<file path="config.mk">
export PLATFORM = sky130hd
export DESIGN_NAME = fan_coil_thermostat_flat
export DESIGN_NICKNAME = d
export VERILOG_FILES = /design/src/design/fct_pkg.sv /design/src/design/fct_stream_if.sv /design/src/design/fct_ctrl.sv /design/src/design/fan_coil_thermostat.sv /design/src/flat_wrapper.sv
export SDC_FILE = /design/constraint.sdc
export NUM_CORES = 1
export LEC_CHECK = 0
export BUFFER_PORTS_ARGS = -buffer_cell sky130_fd_sc_hd__buf_2
export CAP_MARGIN = 20
export CORE_MARGIN = 2
export CORE_UTILIZATION = 52
export CTS_BUF_LIST = sky130_fd_sc_hd__clkbuf_4 sky130_fd_sc_hd__clkbuf_8
export CTS_CLUSTER_SIZE = 25
export DETAILED_ROUTE_END_ITERATION = 7
export PLACE_DENSITY = 0.76
export SLEW_MARGIN = 15
export SYNTH_ARGS = -nofsm -noshare
export SYNTH_HDL_FRONTEND = slang
export SYNTH_HIERARCHICAL = 1
export SYNTH_SLANG_ARGS = --single-unit
</file>
<file path="constraint.sdc">
create_clock -name clk_i -period 11.7 [get_ports clk_i]
set_input_delay 1.755 -clock clk_i [delete_from_list [all_inputs] [get_ports clk_i]]
set_output_delay 1.755 -clock clk_i [all_outputs]
set_load 0.01 [all_outputs]
</file>
<file path="src/design/fct_pkg.sv">
// Shared types, codes and constants of the fan coil thermostat.
package fct_pkg;

  // Field widths of the request and result items, the configuration and the timers.
  localparam int unsigned ModeW     = 6;
  localparam int unsigned SetptW    = 4;
  localparam int unsigned FanW      = 2;
  localparam int unsigned TempW     = 8;
  localparam int unsigned CfgW      = 8;
  localparam int unsigned CfgIdxW   = 2;
  localparam int unsigned RelayCntW = 3;
  localparam int unsigned FanCntW   = 8;
  // Tenths-of-a-degree values span -1590 to 1279, so 12 signed bits suffice.
  localparam int unsigned TenthsW   = 12;

  // Unit mode codes. Any even code means off.
  localparam logic [ModeW-1:0] MODE_FAN  = 6'd1;
  localparam logic [ModeW-1:0] MODE_COOL = 6'd17;
  localparam logic [ModeW-1:0] MODE_HEAT = 6'd33;
  localparam logic [ModeW-1:0] MODE_AUTO = 6'd49;

  // Request opcodes.
  localparam logic OP_SETTINGS = 1'b0;
  localparam logic OP_TICK     = 1'b1;

  // Fan setting that hands the speed to the automatic check.
  localparam logic [FanW-1:0] FAN_AUTO = 2'd0;

  // Configuration register indexes.
  localparam logic [CfgIdxW-1:0] CFG_HYSTERESIS = 2'd0;
  localparam logic [CfgIdxW-1:0] CFG_FIRST_STEP = 2'd1;
  localparam logic [CfgIdxW-1:0] CFG_SECOND_STEP = 2'd2;
  localparam logic [CfgIdxW-1:0] CFG_FAN_PERIOD = 2'd3;

  // Configuration reset values.
  localparam logic [CfgW-1:0] HYSTERESIS_RST  = 8'd10;
  localparam logic [CfgW-1:0] FIRST_STEP_RST  = 8'd5;
  localparam logic [CfgW-1:0] SECOND_STEP_RST = 8'd20;
  localparam logic [CfgW-1:0] FAN_PERIOD_RST  = 8'd30;

  // Setpoint index offset in whole degrees, and the tenths scale.
  localparam logic [TenthsW-1:0] SETPOINT_BASE = 12'd16;
  localparam logic [TenthsW-1:0] TENTHS_SCALE  = 12'd10;

  // Default number of ticks between relay checks.
  localparam int unsigned RELAY_PERIOD_DEF = 5;

  typedef struct packed {
    logic              opcode;
    logic [ModeW-1:0]  mode_code;
    logic [SetptW-1:0] setpoint_index;
    logic [FanW-1:0]   fan_setting;
    logic [TempW-1:0]  temp_whole;
    logic [TempW-1:0]  temp_frac;
  } fct_item_t;

  typedef struct packed {
    logic            heat_on;
    logic            cool_on;
    logic [FanW-1:0] fan_speed;
  } fct_result_t;

  typedef struct packed {
    logic [CfgW-1:0] hysteresis;
    logic [CfgW-1:0] first_step;
    logic [CfgW-1:0] second_step;
    logic [CfgW-1:0] fan_period;
  } fct_cfg_t;

endpackage

</file>
<file path="src/design/fct_stream_if.sv">
// Valid/ready stream channel carrying one payload type.
interface fct_stream_if #(
  parameter type payload_t = logic
);
  logic     valid;
  logic     ready;
  payload_t payload;

  modport source (output valid, output payload, input ready);
  modport sink (input valid, input payload, output ready);
endinterface

</file>
<file path="src/design/fct_ctrl.sv">
// Thermostat state and the per-request relay and fan decision logic.
module fct_ctrl
  import fct_pkg::*;
#(
  parameter int unsigned RELAY_PERIOD = RELAY_PERIOD_DEF
) (
  input  logic        clk_i,
  input  logic        rst_ni,
  input  logic        step_i,
  input  fct_item_t   item_i,
  input  fct_cfg_t    cfg_i,
  output fct_result_t result_o
);

  localparam logic [RelayCntW-1:0] RelayReload = RelayCntW'(RELAY_PERIOD);

  logic                 heat_q, heat_d;
  logic                 cool_q, cool_d;
  logic [FanW-1:0]      fan_q, fan_d;
  logic [ModeW-1:0]     mode_q, mode_d;
  logic [SetptW-1:0]    setpt_q, setpt_d;
  logic                 relay_on_q, relay_on_d;
  logic [RelayCntW-1:0] relay_cnt_q, relay_cnt_d;
  logic                 fan_on_q, fan_on_d;
  logic [FanCntW-1:0]   fan_cnt_q, fan_cnt_d;

  logic [ModeW-1:0]          sel_mode;
  logic [SetptW-1:0]         sel_setpt;
  logic [TenthsW-1:0]        frac_x10;
  logic signed [TenthsW-1:0] room_t;
  logic [TenthsW-1:0]        set_t;
  logic signed [TenthsW-1:0] delta;
  logic signed [TenthsW-1:0] hyst_s, step1_s, step2_s;
  logic [FanCntW-1:0]        fan_reload;
  logic [RelayCntW-1:0]      relay_dec;
  logic [FanCntW-1:0]        fan_dec;
  logic                      is_relay_mode;

  // Fan check: picks a speed from the error, or keeps the one given.
  function automatic logic [FanW-1:0] fan_check(
    input logic [ModeW-1:0]          mode,
    input logic [FanW-1:0]           level,
    input logic signed [TenthsW-1:0] d,
    input logic signed [TenthsW-1:0] s1,
    input logic signed [TenthsW-1:0] s2
  );
    logic [FanW-1:0] res;
    res = level;
    if (mode == MODE_COOL) begin
      if (d >= s2) res = 2'd2;
      else if (d >= s1) res = 2'd1;
      else if (d <= 0) res = 2'd0;
    end else if (mode == MODE_HEAT) begin
      if (d <= -s2) res = 2'd2;
      else if (d <= -s1) res = 2'd1;
      else if (d >= 0) res = 2'd0;
    end
    return res;
  endfunction

  // Updates use the new mode and setpoint, ticks the stored ones.
  assign sel_mode  = (item_i.opcode == OP_SETTINGS) ? item_i.mode_code : mode_q;
  assign sel_setpt = (item_i.opcode == OP_SETTINGS) ? item_i.setpoint_index : setpt_q;

  // Room and setpoint temperatures in tenths, and their difference.
  assign frac_x10 = TenthsW'(item_i.temp_frac) * TENTHS_SCALE;
  assign room_t   = $signed({{(TenthsW-TempW){item_i.temp_whole[TempW-1]}},
                             item_i.temp_whole}) * $signed(TENTHS_SCALE)
                    + $signed({{(TenthsW-4){1'b0}}, frac_x10[TenthsW-1:TenthsW-4]});
  assign set_t    = (TenthsW'(sel_setpt) + SETPOINT_BASE) * TENTHS_SCALE;
  assign delta    = room_t - $signed(set_t);

  assign hyst_s  = $signed(TenthsW'(cfg_i.hysteresis));
  assign step1_s = $signed(TenthsW'(cfg_i.first_step));
  assign step2_s = $signed(TenthsW'(cfg_i.second_step));

  assign fan_reload    = (cfg_i.fan_period == '0) ? FanCntW'(1) : cfg_i.fan_period;
  assign relay_dec     = relay_cnt_q - RelayCntW'(1);
  assign fan_dec       = fan_cnt_q - FanCntW'(1);
  assign is_relay_mode = (sel_mode == MODE_COOL) || (sel_mode == MODE_HEAT) ||
                         (sel_mode == MODE_AUTO);

  // Next state for one request.
  always_comb begin
    heat_d      = heat_q;
    cool_d      = cool_q;
    fan_d       = fan_q;
    mode_d      = mode_q;
    setpt_d     = setpt_q;
    relay_on_d  = relay_on_q;
    relay_cnt_d = relay_cnt_q;
    fan_on_d    = fan_on_q;
    fan_cnt_d   = fan_cnt_q;
    if (item_i.opcode == OP_SETTINGS) begin
      mode_d  = item_i.mode_code;
      setpt_d = item_i.setpoint_index;
      if (item_i.mode_code[0]) begin
        if (item_i.mode_code == MODE_FAN) begin
          relay_on_d = 1'b0;
          heat_d     = 1'b0;
          cool_d     = 1'b0;
        end else if (is_relay_mode) begin
          // Start rule.
          if (delta > 0 && (sel_mode == MODE_COOL || sel_mode == MODE_AUTO)) begin
            heat_d = 1'b0;
            cool_d = 1'b1;
          end else if (delta < 0 &&
                       (sel_mode == MODE_HEAT || sel_mode == MODE_AUTO)) begin
            heat_d = 1'b1;
            cool_d = 1'b0;
          end else begin
            heat_d = 1'b0;
            cool_d = 1'b0;
          end
          relay_on_d  = 1'b1;
          relay_cnt_d = RelayReload;
        end
        fan_on_d = 1'b0;
        if (item_i.fan_setting != FAN_AUTO) begin
          fan_d = item_i.fan_setting;
        end else begin
          fan_d     = fan_check(sel_mode, 2'd1, delta, step1_s, step2_s);
          fan_on_d  = 1'b1;
          fan_cnt_d = fan_reload;
        end
      end else begin
        // Off mode.
        relay_on_d = 1'b0;
        fan_on_d   = 1'b0;
        heat_d     = 1'b0;
        cool_d     = 1'b0;
        fan_d      = '0;
      end
    end else begin
      // Relay timer and the relay check with hysteresis.
      if (relay_on_q) begin
        relay_cnt_d = relay_dec;
        if (relay_dec == '0) begin
          relay_cnt_d = RelayReload;
          if ((heat_q && sel_mode == MODE_HEAT && delta >= 0) ||
              (cool_q && sel_mode == MODE_COOL && delta <= 0) ||
              (sel_mode == MODE_AUTO &&
               ((heat_q && delta >= 0) || (cool_q && delta <= 0)))) begin
            heat_d = 1'b0;
            cool_d = 1'b0;
          end else if (delta > hyst_s &&
                       (sel_mode == MODE_COOL || sel_mode == MODE_AUTO)) begin
            heat_d = 1'b0;
            cool_d = 1'b1;
          end else if (delta < -hyst_s &&
                       (sel_mode == MODE_HEAT || sel_mode == MODE_AUTO)) begin
            heat_d = 1'b1;
            cool_d = 1'b0;
          end
        end
      end
      // Fan timer and the periodic fan check.
      if (fan_on_q) begin
        fan_cnt_d = fan_dec;
        if (fan_dec == '0) begin
          fan_d     = fan_check(sel_mode, fan_q, delta, step1_s, step2_s);
          fan_cnt_d = fan_reload;
        end
      end
    end
  end

  // State registers, updated once per processed request.
  always_ff @(posedge clk_i or negedge rst_ni) begin
    if (!rst_ni) begin
      heat_q      <= 1'b0;
      cool_q      <= 1'b0;
      fan_q       <= '0;
      mode_q      <= '0;
      setpt_q     <= '0;
      relay_on_q  <= 1'b0;
      relay_cnt_q <= '0;
      fan_on_q    <= 1'b0;
      fan_cnt_q   <= '0;
    end else if (step_i) begin
      heat_q      <= heat_d;
      cool_q      <= cool_d;
      fan_q       <= fan_d;
      mode_q      <= mode_d;
      setpt_q     <= setpt_d;
      relay_on_q  <= relay_on_d;
      relay_cnt_q <= relay_cnt_d;
      fan_on_q    <= fan_on_d;
      fan_cnt_q   <= fan_cnt_d;
    end
  end

  assign result_o.heat_on   = heat_d;
  assign result_o.cool_on   = cool_d;
  assign result_o.fan_speed = fan_d;

endmodule

</file>
<file path="src/design/fan_coil_thermostat.sv">
// Top level of the fan coil thermostat: handshakes, configuration and pipeline.
//
//   Channel   Direction  Handshake        Payload
//   in_if     sink       valid / ready    fct_item_t (opcode, mode, setpoint, fan, temp)
//   out_if    source     valid / ready    fct_result_t (heat_on, cool_on, fan_speed)
//   cfg       write      cfg_we_i         cfg_idx_i, cfg_data_i
//
// One request is accepted per cycle while the output side keeps taking results; it is
// held in the input register, then in the result register until it is taken.
// The limit is the single state update in fct_ctrl, which is computed combinationally.
// Reset clears the relays, fan, timers and mode and loads the register defaults.
// A stalled output holds its result while one more request waits in the input stage.
module fan_coil_thermostat
  import fct_pkg::*;
#(
  parameter int unsigned RELAY_PERIOD = RELAY_PERIOD_DEF
) (
  input  logic               clk_i,
  input  logic               rst_ni,
  fct_stream_if.sink         in_if,
  fct_stream_if.source       out_if,
  input  logic               cfg_we_i,
  input  logic [CfgIdxW-1:0] cfg_idx_i,
  input  logic [CfgW-1:0]    cfg_data_i
);

  fct_cfg_t    cfg_q;
  logic        in_vld_q;
  fct_item_t   in_item_q;
  logic        out_vld_q;
  fct_result_t out_res_q;
  fct_result_t res_next;
  logic        advance;

  // Configuration registers.
  always_ff @(posedge clk_i or negedge rst_ni) begin
    if (!rst_ni) begin
      cfg_q.hysteresis  <= HYSTERESIS_RST;
      cfg_q.first_step  <= FIRST_STEP_RST;
      cfg_q.second_step <= SECOND_STEP_RST;
      cfg_q.fan_period  <= FAN_PERIOD_RST;
    end else if (cfg_we_i) begin
      unique case (cfg_idx_i)
        CFG_HYSTERESIS:  cfg_q.hysteresis  <= cfg_data_i;
        CFG_FIRST_STEP:  cfg_q.first_step  <= cfg_data_i;
        CFG_SECOND_STEP: cfg_q.second_step <= cfg_data_i;
        CFG_FAN_PERIOD:  cfg_q.fan_period  <= cfg_data_i;
        default: ;
      endcase
    end
  end

  // The input stage moves on whenever the result register is free or being emptied.
  assign advance     = in_vld_q && (!out_vld_q || out_if.ready);
  assign in_if.ready = !in_vld_q || advance;

  // Input register.
  always_ff @(posedge clk_i or negedge rst_ni) begin
    if (!rst_ni) begin
      in_vld_q <= 1'b0;
    end else if (in_if.ready) begin
      in_vld_q <= in_if.valid;
    end
  end

  always_ff @(posedge clk_i) begin
    if (in_if.ready && in_if.valid) begin
      in_item_q <= in_if.payload;
    end
  end

  fct_ctrl #(
    .RELAY_PERIOD(RELAY_PERIOD)
  ) u_fct_ctrl (
    .clk_i   (clk_i),
    .rst_ni  (rst_ni),
    .step_i  (advance),
    .item_i  (in_item_q),
    .cfg_i   (cfg_q),
    .result_o(res_next)
  );

  // Result register.
  always_ff @(posedge clk_i or negedge rst_ni) begin
    if (!rst_ni) begin
      out_vld_q <= 1'b0;
    end else if (advance) begin
      out_vld_q <= 1'b1;
    end else if (out_if.ready) begin
      out_vld_q <= 1'b0;
    end
  end

  always_ff @(posedge clk_i) begin
    if (advance) begin
      out_res_q <= res_next;
    end
  end

  assign out_if.valid   = out_vld_q;
  assign out_if.payload = out_res_q;

endmodule

</file>
<file path="src/flat_wrapper.sv">
// flat-port wrapper written by rule: the top's interface ports become plain ports
module fan_coil_thermostat_flat import fct_pkg::*;
#(
  parameter int unsigned RELAY_PERIOD = RELAY_PERIOD_DEF
)
  (clk_i, rst_ni, cfg_we_i, cfg_idx_i, cfg_data_i, in_if_valid, in_if_payload, in_if_ready, out_if_valid, out_if_payload, out_if_ready);
  fct_stream_if #(.payload_t(fct_item_t)) in_if_i ();
  fct_stream_if #(.payload_t(fct_result_t)) out_if_i ();
  input  logic clk_i;
  input  logic rst_ni;
  input  logic cfg_we_i;
  input  logic [CfgIdxW-1:0] cfg_idx_i;
  input  logic [CfgW-1:0] cfg_data_i;
  input wire logic [$bits(in_if_i.valid)-1:0] in_if_valid;
  input wire logic [$bits(in_if_i.payload)-1:0] in_if_payload;
  output wire logic [$bits(in_if_i.ready)-1:0] in_if_ready;
  output wire logic [$bits(out_if_i.valid)-1:0] out_if_valid;
  output wire logic [$bits(out_if_i.payload)-1:0] out_if_payload;
  input wire logic [$bits(out_if_i.ready)-1:0] out_if_ready;
  assign in_if_i.valid = in_if_valid;
  assign in_if_i.payload = in_if_payload;
  assign in_if_ready = in_if_i.ready;
  assign out_if_valid = out_if_i.valid;
  assign out_if_payload = out_if_i.payload;
  assign out_if_i.ready = out_if_ready;
  fan_coil_thermostat #(.RELAY_PERIOD(RELAY_PERIOD)) u_core (.clk_i(clk_i), .rst_ni(rst_ni), .in_if(in_if_i), .out_if(out_if_i), .cfg_we_i(cfg_we_i), .cfg_idx_i(cfg_idx_i), .cfg_data_i(cfg_data_i));
endmodule
</file>
==> impl_summary.log <==
[metrics] CP Class: reg -> reg
[metrics] cell with the biggest individual delay on the critical path: sky130_fd_sc_hd__edfxtp_1
[metrics] Bufs on Longest Clock Path: 2
[metrics] overall die area: between 15000 and 20000 um^2
[metrics] Post-Syn Nets: 890
[metrics] layout cells sized above 1: 0.188
[metrics] worst-case clock skew: approximately 0.011 ns
[metrics] Chip Height: around 120 um
[metrics] global-route track usage on met1: 0.299
[metrics] Gates resized, CTS repair: 0
[metrics] antenna diode count: 0
[metrics] worst path arrival time: roughly 7.6 ns
[metrics] start point of the critical path: u_core/in_item_q[28]$_DFFE_PP_
[metrics] Worst Hold Class: reg -> reg
[metrics] combined buffer and inverter count along the critical path: 3
[metrics] final hold violations: 0
[metrics] final antenna-violating net count: 0
[metrics] via-per-instance ratio: 6.15
[metrics] hold bufs inserted after CTS: 0
[metrics] register bit total from synthesis: 94
[metrics] first drt pass iteration count: 5
[metrics] most frequent standard cell in the layout excluding fill and tap cells: sky130_fd_sc_hd__ha_1
[metrics] Port Buffer Count: 49
[metrics] routability cong.: ~0.94
[metrics] Max stage delay on crit path: ~0.98 ns
[metrics] largest net degree at the start of global routing: 55
[metrics] RSZ-0062 raised after global routing: no
[metrics] total half-perimeter wirelength after legalization and detailed placement: roughly 13 mm
[metrics] Min-Delay Startpoint: u_core/in_vld_q$_DFFE_PN0P_
[metrics] largest vdd supply drop: approximately 0.12 mV
[metrics] P per Cell Area: between 200 and 250 nW/um^2
[metrics] post-CTS setup buffers: 0
[metrics] clock latency on the worst-skew pair: approximately 0.37 ns
[metrics] Clk pin slew, worst setup/hold paths: about 0.1 ns
[metrics] wire length of the first global-routing pass: about 27 mm
[metrics] cells along the critical path: mux2i_1 -> inv_1 -> ha_1 -> ha_1 -> fa_1 -> inv_1 -> fa_1 -> ha_1 -> ha_1 -> or3_1 -> o22a_1 -> a221oi_4 -> xor2_2 -> inv_2 -> ha_1 -> and2_1 -> nand4_1 -> a21oi_1 -> o21ai_0 -> a211oi_1 -> o221ai_1 -> a32oi_1 -> o21ai_1 -> or2_1
[metrics] root cell of the clock tree: sky130_fd_sc_hd__clkbuf_8
[metrics] GRT met3 Usage: 0.0332
[metrics] kind of cell with the highest combined delay on the critical path: adder cells
[metrics] Area growth syn-to-layout: 8.08%
[metrics] area of the core: approximately 14000 um^2
[metrics] register-to-register path setup slack: 4.22 ns
[metrics] die width: around 120 um
[metrics] max capacitance violation total: 0
[metrics] result of the run: complete, no violations
[metrics] overall fraction of global-route tracks in use: 0.227
[metrics] vias after detailed routing: between 5000 and 6000
[metrics] leakage power total: around 3.5 nW
[metrics] Post-Synthesis Cells: 740
[metrics] initial antenna violation count: 0
[metrics] number of clock buffers inserted by TritonCTS: 9
[metrics] Worst Path Required: 11.84 ns
[metrics] Min Clock Period, post-route: around 7.5 ns
[metrics] number of flops mapped to enable cells by yosys: 33
[metrics] mean post-synth cell area: approximately 10 um^2
[metrics] ratio of final minimum period to clock period: 0.639
[metrics] most frequent CP cell: sky130_fd_sc_hd__ha_1
[metrics] Seq/Total Area, Yosys: 0.341
[metrics] sink count of the clock tree: 94
[metrics] routing usage on met2: 0.384
[metrics] CTS tree: built
[metrics] total number of yosys warnings: 6
[metrics] Worst Setup End Kind: register
[metrics] top achievable clock speed: around 130 MHz
[metrics] cell row count: 43
[metrics] number of unique standard cell types used by synthesis: just over 80
[metrics] most used cells in the layout excluding fill and tap cells: 99 x sky130_fd_sc_hd__ha_1, 59 x sky130_fd_sc_hd__inv_1, 51 x sky130_fd_sc_hd__dfrtp_1
[metrics] Initial Util: 0.534
[metrics] DRC viols: 0
[metrics] Final Hold Slack: around 0.50 ns
[metrics] fraction of registers with async set/reset: 0.649
[metrics] count of routing violations after the opening detailed-route iteration: just over 500
[metrics] crit path max fanout: 29
[metrics] worst max-slew margin expressed relative to the limit: 0.374
[metrics] peak-usage layer in the global routing report: met2
[metrics] number of nets in the layout: about 930
[metrics] final-layout fill cell count: 1175
[metrics] cell area after technology mapping: ~7400 um^2
[metrics] Tightest Pin Transition: between 0.9 and 1 ns
[metrics] number of levels in the clock H-tree: 3
[metrics] launching element type of the critical path: register
[metrics] max-slew violation count: 0
[metrics] worst flop-to-flop path startpoint: u_core/in_item_q[28]$_DFFE_PP_
[metrics] Ports: 50
[metrics] accumulated negative setup slack: 0 ns
[metrics] number of setup violations in the final report: 0
[metrics] vias in the first global route: a little under 6000
[metrics] wire length reported by the detailed router: 16.6 mm
[metrics] wire per inst: 17.1 um
[metrics] global-route congestion overflow total: 0
[metrics] Top FF cell, synth: sky130_fd_sc_hd__dfrtp_1
per-layer routing:
metal / share of wire / wire length [um]
met5: 0 / 0
met4: 0.020 / 325
met3: 0.049 / 810
met2: 0.48 / 7930
met1: 0.45 / 7520
flip-flops by register name, summed over array words and instances (netlist names), 2 cells and up:
| signal | flops |
|---|---|
| u_core/u_fct_ctrl/mode_q | 6 |
| u_core/in_item_q | 29 |
| u_core/u_fct_ctrl/relay_cnt_q | 3 |
| u_core/cfg_q | 32 |
| u_core/u_fct_ctrl/fan_cnt_q | 8 |
| u_core/out_if.payload | 4 |
| u_core/u_fct_ctrl/fan_q | 2 |
| u_core/u_fct_ctrl/setpt_q | 4 |
path summary, 6_finish.rpt:
check,endpoint,depth (start not counted)
max reg2reg,u_core/out_if.payload[1]$_DFFE_PP_,24
min reg2reg,u_core/out_if.valid$_DFFE_PN0P_,1
min,u_core/out_if.valid$_DFFE_PN0P_,1
max,u_core/out_if.payload[1]$_DFFE_PP_,24
max in group asynchronous,u_core/u_fct_ctrl/setpt_q[1]$_DFFE_PN0P_,2
min in group asynchronous,u_core/cfg_q[19]$_DFFE_PN0P_,1
worst reg2reg max path: cells and delay by family, from the launching register on:
kind                     cells  cell delay (ns)
AND/OR/NAND/NOR              4             0.93
flip-flops                   1             0.98
XOR/XNOR                     1             0.36
adder cells (fa/ha/maj)      7             2.10
multiplexers                 1             0.57
buffers and inverters        3             0.38
AO/OA/AOI/OAI                8             1.93
synthesized netlist by cell type (all sizes together), types with 10 or more instances:
| master | number | area share |
|---|---|---|
| xnor2 | 18 | 0.021 |
| mux2 | 45 | 0.068 |
| nand2b | 12 | 0.010 |
| nor2 | 37 | 0.019 |
| dfstp | 10 | 0.035 |
| and2 | 10 | 0.0084 |
| ha | 99 | 0.17 |
| a21o | 15 | 0.015 |
| nand2 | 39 | 0.020 |
| dfrtp | 51 | 0.17 |
| xor2 | 12 | 0.016 |
| nand3 | 21 | 0.015 |
| a21oi | 26 | 0.018 |
| a211oi | 13 | 0.014 |
| o21ai | 33 | 0.023 |
| nand4 | 10 | 0.0093 |
| inv | 60 | 0.030 |
| nor2b | 13 | 0.011 |
| clkbuf | 10 | 0.0051 |
| edfxtp | 33 | 0.13 |
| o211ai | 13 | 0.014 |
| nor3 | 28 | 0.020 |
cell families (layout without fill, tap and decap cells):
logic type,count (synthesis),after routing,share of synthesized area
mux,47,47,0.0710
buf+inv,79,128,0.0422
xor+xnor,30,30,0.0375
flops,94,94,0.341
fa+ha+maj,107,107,0.187
simple gates,215,215,0.159
compound gates,168,168,0.162
metrics by stage:
stage	area (um^2)	cells	setup WS [ns]	power [mW]	util
6_report	8020	969	4.22	1.96	0.577
5_1_grt	8020	969	3.80	2.13	0.577
4_1_cts	8010	969	4.38	1.94	0.577
3_5_place_dp	7820	953	4.43	1.71	0.563
3_3_place_gp	7820	953	4.85	1.66	0.563
2_1_floorplan	7420	740	5.00	1.38	-
power by group:
group | switching (mW) | total (mW) | internal [mW]
logic | 0.773 | 1.30 | 0.524
clock network | 0.124 | 0.207 | 0.0823
registers | 0.0568 | 0.457 | 0.400
final cells by class:
| cell class | instances | area, um^2 | area share |
|---|---|---|---|
| sequential | 94 | 2530 | 0.316 |
| multi-input combinational | 567 | 4570 | 0.571 |
| timing repair buffer | 52 | 268 | 0.0334 |
| clock buffer | 9 | 124 | 0.0155 |
| clock inverter | 7 | 68.8 | 0.00859 |
| tap | 180 | 225 | 0.0281 |
| inverter | 60 | 225 | 0.0281 |
Power figures use the tool's default switching activity.
